File: config.mk
export PLATFORM = sky130hd
export DESIGN_NAME = sorted_table_binary_search
export DESIGN_NICKNAME = d
export VERILOG_FILES = /design/src/hdl/stbs_pkg.sv /design/src/hdl/sorted_table_binary_search.sv /design/src/hdl/stbs_ctrl.sv /design/src/hdl/stbs_datapath.sv
export SDC_FILE = /design/constraint.sdc
export NUM_CORES = 1
export LEC_CHECK = 0
export BUFFER_PORTS_ARGS = -buffer_cell sky130_fd_sc_hd__buf_2
export CAP_MARGIN = 20
export CORE_UTILIZATION = 30
export CTS_CLUSTER_SIZE = 8
export DETAILED_ROUTE_END_ITERATION = 6
export PLACE_DENSITY = 0.52
export SLEW_MARGIN = 20
export SYNTH_ARGS = -nofsm -noshare
export SYNTH_HDL_FRONTEND = slang
export SYNTH_SLANG_ARGS = --single-unit
File: constraint.sdc
create_clock -name clk_i -period 7.55 [get_ports clk_i]
set_clock_uncertainty 0.05 [all_clocks]
set_input_delay 1.51 -clock clk_i [delete_from_list [all_inputs] [get_ports clk_i]]
set_output_delay 1.51 -clock clk_i [all_outputs]
set_load 0.05 [all_outputs]
File: src/hdl/stbs_pkg.sv
// Shared types and constants for the sorted table binary search block.
`timescale 1ns / 1ps
package stbs_pkg;

  localparam int KEY_W  = 32;
  localparam int PAY_W  = 32;
  localparam int IDX_W  = 4;
  localparam int SIZE_W = 5;
  localparam int BND_W  = 5;

  localparam logic OP_WRITE  = 1'b0;
  localparam logic OP_LOOKUP = 1'b1;

  typedef struct packed {
    logic load;
    logic write;
    logic step;
    logic hit;
    logic miss;
  } dp_cmd_t;

  typedef struct packed {
    logic init_nonempty;
    logic step_nonempty;
    logic equal;
  } dp_status_t;

endpackage

File: src/hdl/sorted_table_binary_search.sv
// Top level of the sorted table binary search block.
`timescale 1ns / 1ps
// A request is taken when start_i is high and busy_o is low. A write request
// stores its key and payload and is acknowledged by done_o in the next
// cycle. A lookup request probes the table memory once per cycle, one
// binary search step each, with at most floor(log2(n)) + 1 probes for n
// active entries (five probes for sixteen); busy_o is high while the probes
// run and a new request may be given in the cycle that done_o is high. The
// result ports are valid from the cycle that done_o is high until the next
// request ends, and must be taken then: the block has no way to hold a
// result back.
module sorted_table_binary_search #(
  parameter int TABLE_DEPTH = 16
) (
  input  logic                                 clk_i,
  input  logic                                 rst_ni,
  input  logic                                 cfg_we_i,
  input  logic [stbs_pkg::SIZE_W-1:0]          cfg_wdata_i,
  input  logic                                 start_i,
  output logic                                 busy_o,
  input  logic                                 opcode_i,
  input  logic [stbs_pkg::IDX_W-1:0]           entry_index_i,
  input  logic signed [stbs_pkg::KEY_W-1:0]    search_key_i,
  input  logic [stbs_pkg::PAY_W-1:0]           entry_payload_i,
  output logic                                 done_o,
  output logic                                 found_o,
  output logic [stbs_pkg::PAY_W-1:0]           match_payload_o,
  output logic [stbs_pkg::IDX_W-1:0]           match_position_o
);

  stbs_pkg::dp_cmd_t    cmd;
  stbs_pkg::dp_status_t status;

  stbs_ctrl u_ctrl (
    .clk_i    (clk_i),
    .rst_ni   (rst_ni),
    .start_i  (start_i),
    .opcode_i (opcode_i),
    .status_i (status),
    .cmd_o    (cmd),
    .busy_o   (busy_o),
    .done_o   (done_o)
  );

  stbs_datapath #(
    .TABLE_DEPTH (TABLE_DEPTH)
  ) u_datapath (
    .clk_i            (clk_i),
    .rst_ni           (rst_ni),
    .cfg_we_i         (cfg_we_i),
    .cfg_wdata_i      (cfg_wdata_i),
    .entry_index_i    (entry_index_i),
    .search_key_i     (search_key_i),
    .entry_payload_i  (entry_payload_i),
    .cmd_i            (cmd),
    .status_o         (status),
    .found_o          (found_o),
    .match_payload_o  (match_payload_o),
    .match_position_o (match_position_o)
  );

endmodule

File: src/hdl/stbs_ctrl.sv
// Controller state machine: sequences writes and binary search probes.
`timescale 1ns / 1ps
module stbs_ctrl (
  input  logic                 clk_i,
  input  logic                 rst_ni,
  input  logic                 start_i,
  input  logic                 opcode_i,
  input  stbs_pkg::dp_status_t status_i,
  output stbs_pkg::dp_cmd_t    cmd_o,
  output logic                 busy_o,
  output logic                 done_o
);

  localparam logic S_IDLE  = 1'b0;
  localparam logic S_PROBE = 1'b1;

  logic state_q, state_d;
  logic done_q, done_d;

  always_comb begin
    cmd_o   = '0;
    state_d = state_q;
    done_d  = 1'b0;
    case (state_q)
      S_IDLE: begin
        if (start_i) begin
          if (opcode_i == stbs_pkg::OP_LOOKUP) begin
            cmd_o.load = 1'b1;
            if (status_i.init_nonempty) begin
              state_d = S_PROBE;
            end else begin
              cmd_o.miss = 1'b1;
              done_d     = 1'b1;
            end
          end else begin
            cmd_o.write = 1'b1;
            cmd_o.miss  = 1'b1;
            done_d      = 1'b1;
          end
        end
      end
      S_PROBE: begin
        cmd_o.step = 1'b1;
        if (status_i.equal) begin
          cmd_o.hit = 1'b1;
          done_d    = 1'b1;
          state_d   = S_IDLE;
        end else if (!status_i.step_nonempty) begin
          cmd_o.miss = 1'b1;
          done_d     = 1'b1;
          state_d    = S_IDLE;
        end
      end
      default: begin
        state_d = S_IDLE;
      end
    endcase
  end

  always_ff @(posedge clk_i or negedge rst_ni) begin
    if (!rst_ni) begin
      state_q <= S_IDLE;
      done_q  <= 1'b0;
    end else begin
      state_q <= state_d;
      done_q  <= done_d;
    end
  end

  assign busy_o = (state_q == S_PROBE);
  assign done_o = done_q;

  a_done_in_idle : assert property (@(posedge clk_i) disable iff (!rst_ni)
    done_q |-> (state_q == S_IDLE))
    else $error("result strobe while a search is still running");

  a_write_ack : assert property (@(posedge clk_i) disable iff (!rst_ni)
    (state_q == S_IDLE && start_i && opcode_i == stbs_pkg::OP_WRITE) |=> done_q)
    else $error("write request not acknowledged in the next cycle");

  a_hit_ends : assert property (@(posedge clk_i) disable iff (!rst_ni)
    (state_q == S_PROBE && status_i.equal) |=> (done_q && state_q == S_IDLE))
    else $error("matching probe did not end the search");

  a_one_result : assert property (@(posedge clk_i) disable iff (!rst_ni)
    $onehot0({cmd_o.hit, cmd_o.miss}))
    else $error("hit and miss captured together");

endmodule

File: src/hdl/stbs_datapath.sv
// Datapath: table memory, size register, search bounds and result registers.
`timescale 1ns / 1ps
module stbs_datapath #(
  parameter int TABLE_DEPTH = 16
) (
  input  logic                                 clk_i,
  input  logic                                 rst_ni,
  input  logic                                 cfg_we_i,
  input  logic [stbs_pkg::SIZE_W-1:0]          cfg_wdata_i,
  input  logic [stbs_pkg::IDX_W-1:0]           entry_index_i,
  input  logic signed [stbs_pkg::KEY_W-1:0]    search_key_i,
  input  logic [stbs_pkg::PAY_W-1:0]           entry_payload_i,
  input  stbs_pkg::dp_cmd_t                    cmd_i,
  output stbs_pkg::dp_status_t                 status_o,
  output logic                                 found_o,
  output logic [stbs_pkg::PAY_W-1:0]           match_payload_o,
  output logic [stbs_pkg::IDX_W-1:0]           match_position_o
);

  localparam int AW = (TABLE_DEPTH > 1) ? $clog2(TABLE_DEPTH) : 1;
  localparam int BW = stbs_pkg::BND_W;
  localparam int IW = stbs_pkg::IDX_W;
  localparam int EW = (AW > IW) ? AW : IW;
  localparam int PW = (AW > BW) ? AW : BW;

  logic signed [stbs_pkg::KEY_W-1:0] key_mem [TABLE_DEPTH];
  logic [stbs_pkg::PAY_W-1:0]        pay_mem [TABLE_DEPTH];

  logic [stbs_pkg::SIZE_W-1:0]       size_q;
  logic [BW-1:0]                     size_sat;
  logic signed [stbs_pkg::KEY_W-1:0] key_q;
  logic signed [stbs_pkg::KEY_W-1:0] rd_key_q;
  logic [stbs_pkg::PAY_W-1:0]        rd_pay_q;
  logic [BW-1:0]                     lo_q, lo_d;
  logic [BW-1:0]                     hx_q, hx_d;
  logic [BW-1:0]                     mid_q, mid_d;
  logic [BW-1:0]                     step_lo, step_hx;
  logic [BW-1:0]                     span;
  logic                              greater;
  logic                              rd_en;
  logic [PW-1:0]                     rd_ext;
  logic [AW-1:0]                     rd_addr;
  logic [EW-1:0]                     wr_ext;
  logic [AW-1:0]                     wr_addr;
  logic                              wr_ok;
  logic                              found_q;
  logic [stbs_pkg::PAY_W-1:0]        res_pay_q;
  logic [IW-1:0]                     res_pos_q;

  assign size_sat = (32'(size_q) > 32'(TABLE_DEPTH)) ? BW'(TABLE_DEPTH) : size_q;

  assign greater = rd_key_q > key_q;
  assign step_lo = greater ? lo_q : (mid_q + BW'(1));
  assign step_hx = greater ? mid_q : hx_q;

  always_comb begin
    lo_d = lo_q;
    hx_d = hx_q;
    if (cmd_i.load) begin
      lo_d = '0;
      hx_d = size_sat;
    end else if (cmd_i.step) begin
      lo_d = step_lo;
      hx_d = step_hx;
    end
  end

  assign span  = hx_d - lo_d - BW'(1);
  assign mid_d = lo_d + (span >> 1);

  assign status_o.init_nonempty = (size_sat != '0);
  assign status_o.step_nonempty = (step_hx > step_lo);
  assign status_o.equal         = (rd_key_q == key_q);

  assign rd_en   = (cmd_i.load && status_o.init_nonempty) ||
                   (cmd_i.step && status_o.step_nonempty && !status_o.equal);
  assign rd_ext  = PW'(mid_d);
  assign rd_addr = rd_ext[AW-1:0];
  assign wr_ext  = EW'(entry_index_i);
  assign wr_addr = wr_ext[AW-1:0];
  assign wr_ok   = (32'(entry_index_i) < 32'(TABLE_DEPTH));

  always_ff @(posedge clk_i) begin
    if (cmd_i.write && wr_ok) begin
      key_mem[wr_addr] <= search_key_i;
      pay_mem[wr_addr] <= entry_payload_i;
    end
  end

  always_ff @(posedge clk_i) begin
    if (rd_en) begin
      rd_key_q <= key_mem[rd_addr];
      rd_pay_q <= pay_mem[rd_addr];
    end
  end

  always_ff @(posedge clk_i) begin
    if (cmd_i.load) begin
      key_q <= search_key_i;
    end
    if (cmd_i.hit) begin
      res_pay_q <= rd_pay_q;
      res_pos_q <= mid_q[IW-1:0];
    end else if (cmd_i.miss) begin
      res_pay_q <= '0;
      res_pos_q <= '0;
    end
  end

  always_ff @(posedge clk_i or negedge rst_ni) begin
    if (!rst_ni) begin
      size_q  <= '0;
      lo_q    <= '0;
      hx_q    <= '0;
      mid_q   <= '0;
      found_q <= 1'b0;
    end else begin
      if (cfg_we_i) begin
        size_q <= cfg_wdata_i;
      end
      if (cmd_i.load || cmd_i.step) begin
        lo_q  <= lo_d;
        hx_q  <= hx_d;
        mid_q <= mid_d;
      end
      if (cmd_i.hit) begin
        found_q <= 1'b1;
      end else if (cmd_i.miss) begin
        found_q <= 1'b0;
      end
    end
  end

  assign found_o          = found_q;
  assign match_payload_o  = res_pay_q;
  assign match_position_o = res_pos_q;

  a_probe_in_range : assert property (@(posedge clk_i) disable iff (!rst_ni)
    cmd_i.step |-> (mid_q >= lo_q && mid_q < hx_q && hx_q <= size_sat))
    else $error("probe position outside the search window");

endmodule

==> results of run 1 <==
[cells in the mapped netlist, drive strengths merged (2+ instances only)]
| master | instances |
|---|---|
| mux4 | 252 |
| a211oi | 4 |
| nor4 | 4 |
| xor2 | 2 |
| nand2 | 86 |
| and4 | 2 |
| buf | 32 |
| nand2b | 8 |
| o211ai | 3 |
| a21o | 5 |
| o21a | 2 |
| and2 | 3 |
| edfxtp | 1156 |
| xnor2 | 9 |
| clkbuf | 62 |
| a22oi | 126 |
| dfrtp | 23 |
| o21ai | 26 |
| and3 | 35 |
| ha | 44 |
| nor3 | 18 |
| mux2i | 5 |
| nor2 | 31 |
| nor2b | 3 |
| a21oi | 24 |
| mux2 | 22 |
| nand3 | 9 |
| nor3b | 4 |
| fa | 2 |
| inv | 44 |
| nand4 | 7 |
[worst paths after layout]
path                            cells after the start                                end  slack [ns]                        startpoint
worst max-delay path                               25  u_datapath.rd_pay_q[29]$_DFFE_PP_        1.24  u_datapath.rd_key_q[9]$_DFFE_PP_
worst min-delay path                                2     u_datapath.found_o$_DFFE_PN0P_        0.48    u_datapath.found_o$_DFFE_PN0P_
worst max register to register                     25  u_datapath.rd_pay_q[29]$_DFFE_PP_        1.24  u_datapath.rd_key_q[9]$_DFFE_PP_
worst min register to register                      2     u_datapath.found_o$_DFFE_PN0P_        0.48    u_datapath.found_o$_DFFE_PN0P_
max in group asynchronous                           1            u_ctrl.busy_o$_DFF_PN0_        6.37                            rst_ni
min in group asynchronous                           1   u_datapath.size_q[4]$_DFFE_PN0P_        0.67                            rst_ni
[per-stage QoR]
stage                     std cells  setup WS, ns  instance area [sq um]
after detailed placement       4164         1.036                  48590
final                          4367         1.245                  53200
after floorplan                2068        0.5691                  45010
after CTS                      4365         1.263                  53200
after global placement         4164         1.088                  48590
after global routing           4365        0.7849                  53200
[layout make-up]
| cell class | count | area [sq um] | area share [%] |
|---|---|---|---|
| diodes | 2 | 5.005 | 0.009407 |
| clock buffers | 185 | 4257 | 8.001 |
| clock inverters | 16 | 351.6 | 0.6608 |
| inverters | 44 | 165.2 | 0.3104 |
| multi-input cells | 751 | 9295 | 17.47 |
| flip-flops and latches | 1179 | 35290 | 66.33 |
| well taps | 2002 | 2505 | 4.708 |
| repair buffers | 188 | 1334 | 2.507 |
[registers in the layout, summed over array words and instances, names as in the netlist, 5 cells and up]
signal                      cells
u_datapath.size_q               5
u_datapath.rd_pay_q            32
u_datapath.key_q               32
u_datapath.key_mem            512
u_datapath.pay_mem            512
u_datapath.match_payload_o     32
u_datapath.mid_q                5
u_datapath.rd_key_q            32
u_datapath.hx_q                 5
u_datapath.lo_q                 5
[cell families after synthesis]
kind of cell | Yosys count
and+or+nand+nor | 214
DFF | 1179
muxes | 279
adders and majority gates | 46
AOI/OAI and AO/OA | 201
buffers and inverters | 138
xor gates and xnor gates | 11
[layer usage]
metal | vias up | share of wire [%]
met5 | - | 0.047
met4 | 8 | 2.0
met3 | 199 | 5.5
met2 | 599 | 50
met1 | 11590 | 43
li1 | 9144 | -
[tightest hold or removal path, delay by kind of cell, from the launching register on]
| kind | cells | cell delay, ns |
|---|---|---|
| AOI/OAI and AO/OA | 2 | 0.16 |
| DFF | 1 | 0.33 |
==> flow_summary.toml, run 1 <==
[route]
ant_nets = 0
vias_per_cell = 4.932
wl_per_cell_um = 25.07
routed_wl_um = 109500
dr.pass1.iters = 5
drc = 0
num_vias = 21540
drt_iter0_markers = 1868

[layout]
final_cell_mix = "edfxtp_1 (1156), mux4_2 (252), clkbuf_16 (167)"
area_growth_pct = 18.20
mostFrequentLayoutCell = "edfxtp_1"
nFillCells = 13520
final_util_pct = 35.86
drive_above_1_share_pct = 28.52
finalNetCount = 2454

[die]
chipWidth_um = 389.4
dieArea_sq_um = 151600
io-pin-count = 117
start_util_pct = 30.34
core_area_sq_um = 148400
floorplan.rows = 141
die_h_um = 389.4

[timing]
fin_tns_setup_ns = 0
rsz0062_at_grt = "false"
finalCritPeriodShare_pct = 83.51
holdWs_ns = 0.4814
maxSlewHeadroom_pct = 30.25
slew_violations = 0
clock.fmax_mhz = 158.6
setup_viol = 0
final_hold_viol_count = 0
period_needed_ns = 6.305
worst_pin_slew_ns = 1.046

[global_routing]
grt_pass1_wl_um = 159500
overflow = 0
gr-usage-met1_pct = 19.20
grt_util_met3_pct = 3.122
grt_max_degree = 64
gr-usage-met2_pct = 24.24
grt_pass1_vias = 23120
antenna_found_initial = 21
top_usage_layer = "met2"
track_usage_pct = 14.56

[setup_path]
critPathBufInv = 3
cp.required_ns = 8.02
max_stage_delay_ns = 0.45
worstSetupEndpointType = "register"
worstSetupStartpointType = "register"
cpLargestDelayFamily = "compound AO/OA/AOI/OAI gates"
crit_type = "register to register"
worstPathArrival_ns = 6.78
cp_slowest_cell = "fa_1"
worstPathMaxFanout = 63

[synth]
synth_top_family_by_area = "multiplexers"
yosysSeqAreaShare_pct = 78.40
synth_cell_types = 51
ys_async_sr_fraction_pct = 1.951
muxShareOfSynthArea_pct = 13.28
synth-simple-area-share_pct = 2.313
synth-seq-cells = 1179
synth-adder-area-share_pct = 1.312
synth.top_cell.area_share_pct = 77.12
synth_top_area_cell = "edfxtp_1"
synth_xor_area_share_pct = 0.2557
ys_warn_count = 0
synth.area.top_cells = "edfxtp_1 (77%), mux4_2 (13%), a22oi_1 (2.1%)"
syn_nets = 2192
synth_edf_count = 1156
synth-main-ff-cell = "edfxtp_1"
avgSynthCellArea_sq_um = 21.77
synth_area_sq_um = 45010
synth_cells = 2068
synth_compound_area_share_pct = 3.108

[clocking]
cts_buffers = 166
cts_resized = 0
cts_hold_buf = 0
clock_latency_ns = 0.78
htree_num_levels = 4
cts_tree = "yes"
clkTransAtPathRegs_ns = 0.05
clockRootBuffer = "clkbuf_16"
cts_setup_buffers = 0
cts.sinks = 1179
cts_max_path_buffers = 3

[placed_design]
dp_hpwl_um = 58910
routabilityCongestion = 0.7334
io_buffers = 116

[hold_path]
hp-class = "register to register"

[outcome]
outcome = "completed"

[run]
maxCapViolations = 0
Power of run 1 is left out: the tool's default activity adds up to more than one toggle a clock period on the data nets, which glitch-free logic cannot reach.
==> run 2, diff against run 1 <==
- ABC_AREA: not set -> 1
- clock period: 7.55 -> 5.98 ns (I/O delays scaled with it)
==> flow_summary.toml, run 2 <==
[outcome]
outcome = "completed"

[timing]
fin_tns_setup_ns = 0
worst_pin_slew_ns = 0.9576
maxSlewHeadroom_pct = 36.01
slew_violations = 0
clock.fmax_mhz = 182.8
finalCritPeriodShare_pct = 91.47
rsz0062_at_grt = "false"
period_needed_ns = 5.470
setup_viol = 0
final_hold_viol_count = 0

[global_routing]
grt_pass1_vias = 33170
grt_pass1_wl_um = 218400
overflow = 0
grt_max_degree = 100
track_usage_pct = 16.89
antenna_found_initial = 28

[route]
num_vias = 34250
drc = 0
dr.pass1.iters = 6
drt_iter0_markers = 2856
wl_per_cell_um = 20.16
routed_wl_um = 147300
ant_nets = 0
vias_per_cell = 4.685

[die]
die_h_um = 416.8
io-pin-count = 117
chipWidth_um = 416.8
start_util_pct = 30.35
floorplan.rows = 151
dieArea_sq_um = 173700
core_area_sq_um = 170000

[synth]
synth-adder-area-share_pct = 1.144
ys_async_sr_fraction_pct = 1.951
synth_top_family_by_area = "simple AND/OR/NAND/NOR gates"
synth_xor_area_share_pct = 0.1527
synth_edf_count = 1156
synth-simple-area-share_pct = 18.88
synth.area.top_cells = "edfxtp_1 (67%), nand3_1 (12%), inv_1 (8.3%)"
post-synth-top-count-cell = "nand3_1"
synth-seq-cells = 1179
synth_area_sq_um = 51610
synth_common_cells = "nand3_1 (1227), edfxtp_1 (1156), inv_1 (1141), nand2_1 (847), buf_2 (104)"
synth.top_cell.area_share_pct = 67.26
synth-main-ff-cell = "edfxtp_1"
synth_cell_types = 35
avgSynthCellArea_sq_um = 10.63
syn_nets = 4980
muxShareOfSynthArea_pct = 0
synth_compound_area_share_pct = 0.6860
ys_warn_count = 0
synth_cells = 4856
synth_top_area_cell = "edfxtp_1"
yosysSeqAreaShare_pct = 68.37

[setup_path]
worstSetupStartpointType = "register"
reg2regPathDepth = 22
rr_endpoint = "u_datapath.rd_pay_q[6]$_DFFE_PP_"
worstPathMaxFanout = 36
rrSetupSlack_ns = 0.51
cp.required_ns = 6.57
worstPathArrival_ns = 6.06
worstSetupEndpointType = "register"
reg2reg_from = "u_datapath.rd_key_q[6]$_DFFE_PP_"
crit_type = "register to register"

[clocking]
clockRootBuffer = "clkbuf_16"
clock_latency_ns = 0.79
cts_max_path_buffers = 3
cts_resized = 0
cts_buffers = 165
htree_num_levels = 4
clkTransAtPathRegs_ns = 0.06
cts.sinks = 1179
cts_setup_buffers = 0
cts_hold_buf = 0
cts_tree = "yes"

[layout]
final_cell_mix = "nand3_1 (1225), edfxtp_1 (1156), inv_1 (1138)"
largest_registers = "u_datapath.key_mem (512), u_datapath.pay_mem (512)"
area_growth_pct = 17.82
nFillCells = 16640
mostFrequentLayoutCell = "nand3_1"
drive_above_1_share_pct = 10.14
finalNetCount = 5188

[placed_design]
routabilityCongestion = 0.7832
io_buffers = 116
dp_hpwl_um = 81770

[hold_path]
hp-class = "input port to asynchronous set/reset pin"

[run]
maxCapViolations = 0
run 2: changes by cell type after synthesis, sizes merged, moves of 35 or more:
cell / previous run / this run
nand3: 9 / 1231
inv: 44 / 1142
nand2: 86 / 854
mux4: 252 / 0
buf: 32 / 170
a22oi: 126 / 1
and3: 35 / 0
nor2: 31 / 66
run 2: worst max path at each step:
stage	start	to	slack, ns	depth (start not counted)
after floorplan	start_i	u_datapath.rd_key_q[13]$_DFFE_PP_	0.32	15
after global placement	u_datapath.rd_key_q[5]$_DFFE_PP_	u_datapath.rd_key_q[7]$_DFFE_PP_	0.44	22
after detailed placement	u_datapath.rd_key_q[6]$_DFFE_PP_	u_datapath.rd_key_q[7]$_DFFE_PP_	0.50	22
after CTS	u_datapath.rd_key_q[6]$_DFFE_PP_	u_datapath.rd_key_q[7]$_DFFE_PP_	0.47	22
after global routing	u_datapath.rd_key_q[5]$_DFFE_PP_	u_datapath.rd_pay_q[5]$_DFFE_PP_	0.22	22
final	u_datapath.rd_key_q[6]$_DFFE_PP_	u_datapath.rd_pay_q[6]$_DFFE_PP_	0.51	22
run 2: layout make-up:
class / count / area (sq um) / area share [%]
diodes: 3 / 7.507 / 0.01234
clock buffers: 179 / 4265 / 7.014
clock inverters: 12 / 214.0 / 0.3518
inverters: 1143 / 4305 / 7.080
multi-input cells: 2282 / 11000 / 18.08
flip-flops and latches: 1179 / 35290 / 58.03
well taps: 2218 / 2775 / 4.563
repair buffers: 293 / 2960 / 4.868
run 2: worst max-delay path, cell delays in order (launching register included):
cell and delay [ns]:
edfxtp_1 0.40, ha_1 0.30, nand2_1 0.06, nor2_1 0.18, nand4_1 0.20, nor4_1 0.52, buf_4 0.26, nand2_1 0.08
nand3_2 0.09, buf_4 0.19, o21ai_0 0.12, o221ai_1 0.26, inv_1 0.13, fa_1 0.42, xor2_1 0.24, inv_1 0.08
fa_4 0.83, buf_12 0.30, buf_12 0.23, nand3_1 0.09, nand3_1 0.09, nand3_1 0.08, nand2_1 0.07
run 2: kinds of logic after synthesis:
group | count (synthesis)
flip-flops | 1179
buffers and inverters | 1395
AND/OR/NAND/NOR | 2164
AO/OA/AOI/OAI | 63
XOR/XNOR | 9
adder cells (fa/ha/maj) | 46
run 2: per-layer routing:
layer	track usage (%)	share of wire [%]
met2	28.29	48
met1	22.10	43
met5	0	0.078
met4	5.041	2.6
met3	3.172	6.3
run 2: metrics by stage:
step | hold WS, ns | setup WS, ns | cell area [sq um] | cells | util, %
3_5_place_dp | 0.4138 | 0.5019 | 56330 | 7115 | 33.13
6_report | 0.3836 | 0.5102 | 60810 | 7309 | 35.76
2_1_floorplan | 0.4367 | 0.3185 | 51610 | 4856 | -
4_1_cts | 0.3516 | 0.4714 | 60800 | 7306 | 35.76
3_3_place_gp | 0.4040 | 0.4411 | 56330 | 7115 | 33.13
5_1_grt | 0.4009 | 0.2244 | 60810 | 7307 | 35.76
Power of run 2 is left out for the same reason.
==> run 3, diff against run 2 <==
- ABC_AREA: 1 -> not set
==> flow_summary.toml, run 3 (synthesis results as in run 1) <==
[layout]
largest_registers = "u_datapath.key_mem (512), u_datapath.pay_mem (512)"
nFillCells = 13370
drive_above_1_share_pct = 33.28
final_cell_mix = "edfxtp_1 (1156), mux4_2 (252), clkbuf_16 (170)"
final_util_pct = 37.07
mostFrequentLayoutCell = "edfxtp_1"
area_growth_pct = 22.19
finalNetCount = 2573

[setup_path]
cpLargestDelayFamily = "compound AO/OA/AOI/OAI gates"
crit_type = "register to register"
worstSetupEndpointType = "register"
reg2reg_from = "u_datapath.rd_key_q[27]$_DFFE_PP_"
critPathBufInv = 8
cp.required_ns = 6.45
startpoint = "u_datapath.rd_key_q[27]$_DFFE_PP_"
critPathMostFrequentCell = "buf_4"
cp_slowest_cell = "edfxtp_1"
max_stage_delay_ns = 0.45
worstPathMaxFanout = 7
worstPathArrival_ns = 6.27
worstSetupStartpointType = "register"

[die]
core_area_sq_um = 148400
die_h_um = 389.4
chipWidth_um = 389.4
floorplan.rows = 141
io-pin-count = 117
start_util_pct = 30.34
dieArea_sq_um = 151600

[route]
drc = 0
num_vias = 22070
wl_per_cell_um = 25.18
routed_wl_um = 113000
dr.pass1.iters = 5
drt_iter0_markers = 1955
vias_per_cell = 4.918
ant_nets = 0

[global_routing]
grt_pass1_wl_um = 163900
grt_max_degree = 61
antenna_found_initial = 30
grt_pass1_vias = 23370
track_usage_pct = 14.97
overflow = 0

[clocking]
cts.sinks = 1179
cts_buffers = 167
cts_tree = "yes"
clockRootBuffer = "clkbuf_16"
htree_num_levels = 4
cts_hold_buf = 0
clkTransAtPathRegs_ns = 0.05
clock_latency_ns = 0.78
cts_max_path_buffers = 3

[placed_design]
routabilityCongestion = 0.7570
io_buffers = 116
dp_hpwl_um = 64140

[timing]
finalCritPeriodShare_pct = 96.97
maxSlewHeadroom_pct = 37.17
clock.fmax_mhz = 172.5
worst_pin_slew_ns = 0.9425
holdWs_ns = 0.3528
slew_violations = 0
period_needed_ns = 5.799
final_hold_viol_count = 0
setup_viol = 0

[hold_path]
hp-class = "input port to asynchronous set/reset pin"

[run]
maxCapViolations = 0

[outcome]
outcome = "completed"
-- run 3: per-layer routing --
layer  vias to the layer above  share of wire, %  global-route usage (%)  wire length (um)
met5                         -             0.079                       0                89
met4                        14               2.0                   4.417              2305
met3                       195               6.0                   3.335              6785
met2                       737                48                   24.14             54560
met1                     11730                44                   20.21             49250
li1                       9389                 -                       -                 -
-- run 3: worst paths after layout --
path / slack, ns / endpoint / depth (start not counted)
worst max-delay path: 0.18 / u_datapath.rd_key_q[5]$_DFFE_PP_ / 28
worst min-delay path: 0.35 / u_datapath.mid_q[4]$_DFFE_PN0P_ / 1
worst max register to register: 0.18 / u_datapath.rd_key_q[5]$_DFFE_PP_ / 28
worst min register to register: 0.50 / u_datapath.found_o$_DFFE_PN0P_ / 2
max in group asynchronous: 5.13 / u_ctrl.busy_o$_DFF_PN0_ / 1
min in group clk_i: 0.50 / u_datapath.found_o$_DFFE_PN0P_ / 2
-- run 3: layout make-up --
type,instances,area [sq um],area share [%]
tap,2002,2505,4.554
clock inverter,18,414.1,0.7530
antenna,3,7.507,0.01365
multi-input combinational,751,9525,17.32
timing repair buffer,306,2809,5.107
clock buffer,184,4284,7.789
inverter,44,165.2,0.3003
sequential,1179,35290,64.16
-- run 3: per-stage QoR --
stage          area [sq um]  worst slack [ns]  cells  TNS [ns]
6_report              55000            0.1814   4487         0
5_1_grt               55000          -0.04104   4486   -0.4334
4_1_cts               54670           0.03857   4472         0
3_5_place_dp          49960           -0.1140   4270    -4.437
3_3_place_gp          49960          -0.05239   4270   -0.6289
2_1_floorplan         45030            0.1299   2068         0
-- run 3: repair_timing --
| action | CTS | global route |
|---|---|---|
| setup buffers | 0 | 11 |
| setup endpoints to repair | 63 | 64 |
| pin swaps | 1 | 23 |
| endpoints found under the hold margin | 0 | 0 |
| cloned | 0 | 2 |
| gates resized for setup | 2 | 39 |
-- run 3: worst register-to-register path: cells and delay by family (launching register included) --
family / cells / cell delay [ns]
AO/OA/AOI/OAI: 6 / 1.37
XOR/XNOR: 2 / 0.25
adder cells (fa/ha/maj): 3 / 0.93
buffers and inverters: 8 / 1.21
flip-flops: 1 / 0.45
multiplexers: 1 / 0.34
AND/OR/NAND/NOR: 8 / 0.95
Power of run 3 is left out for the same reason.
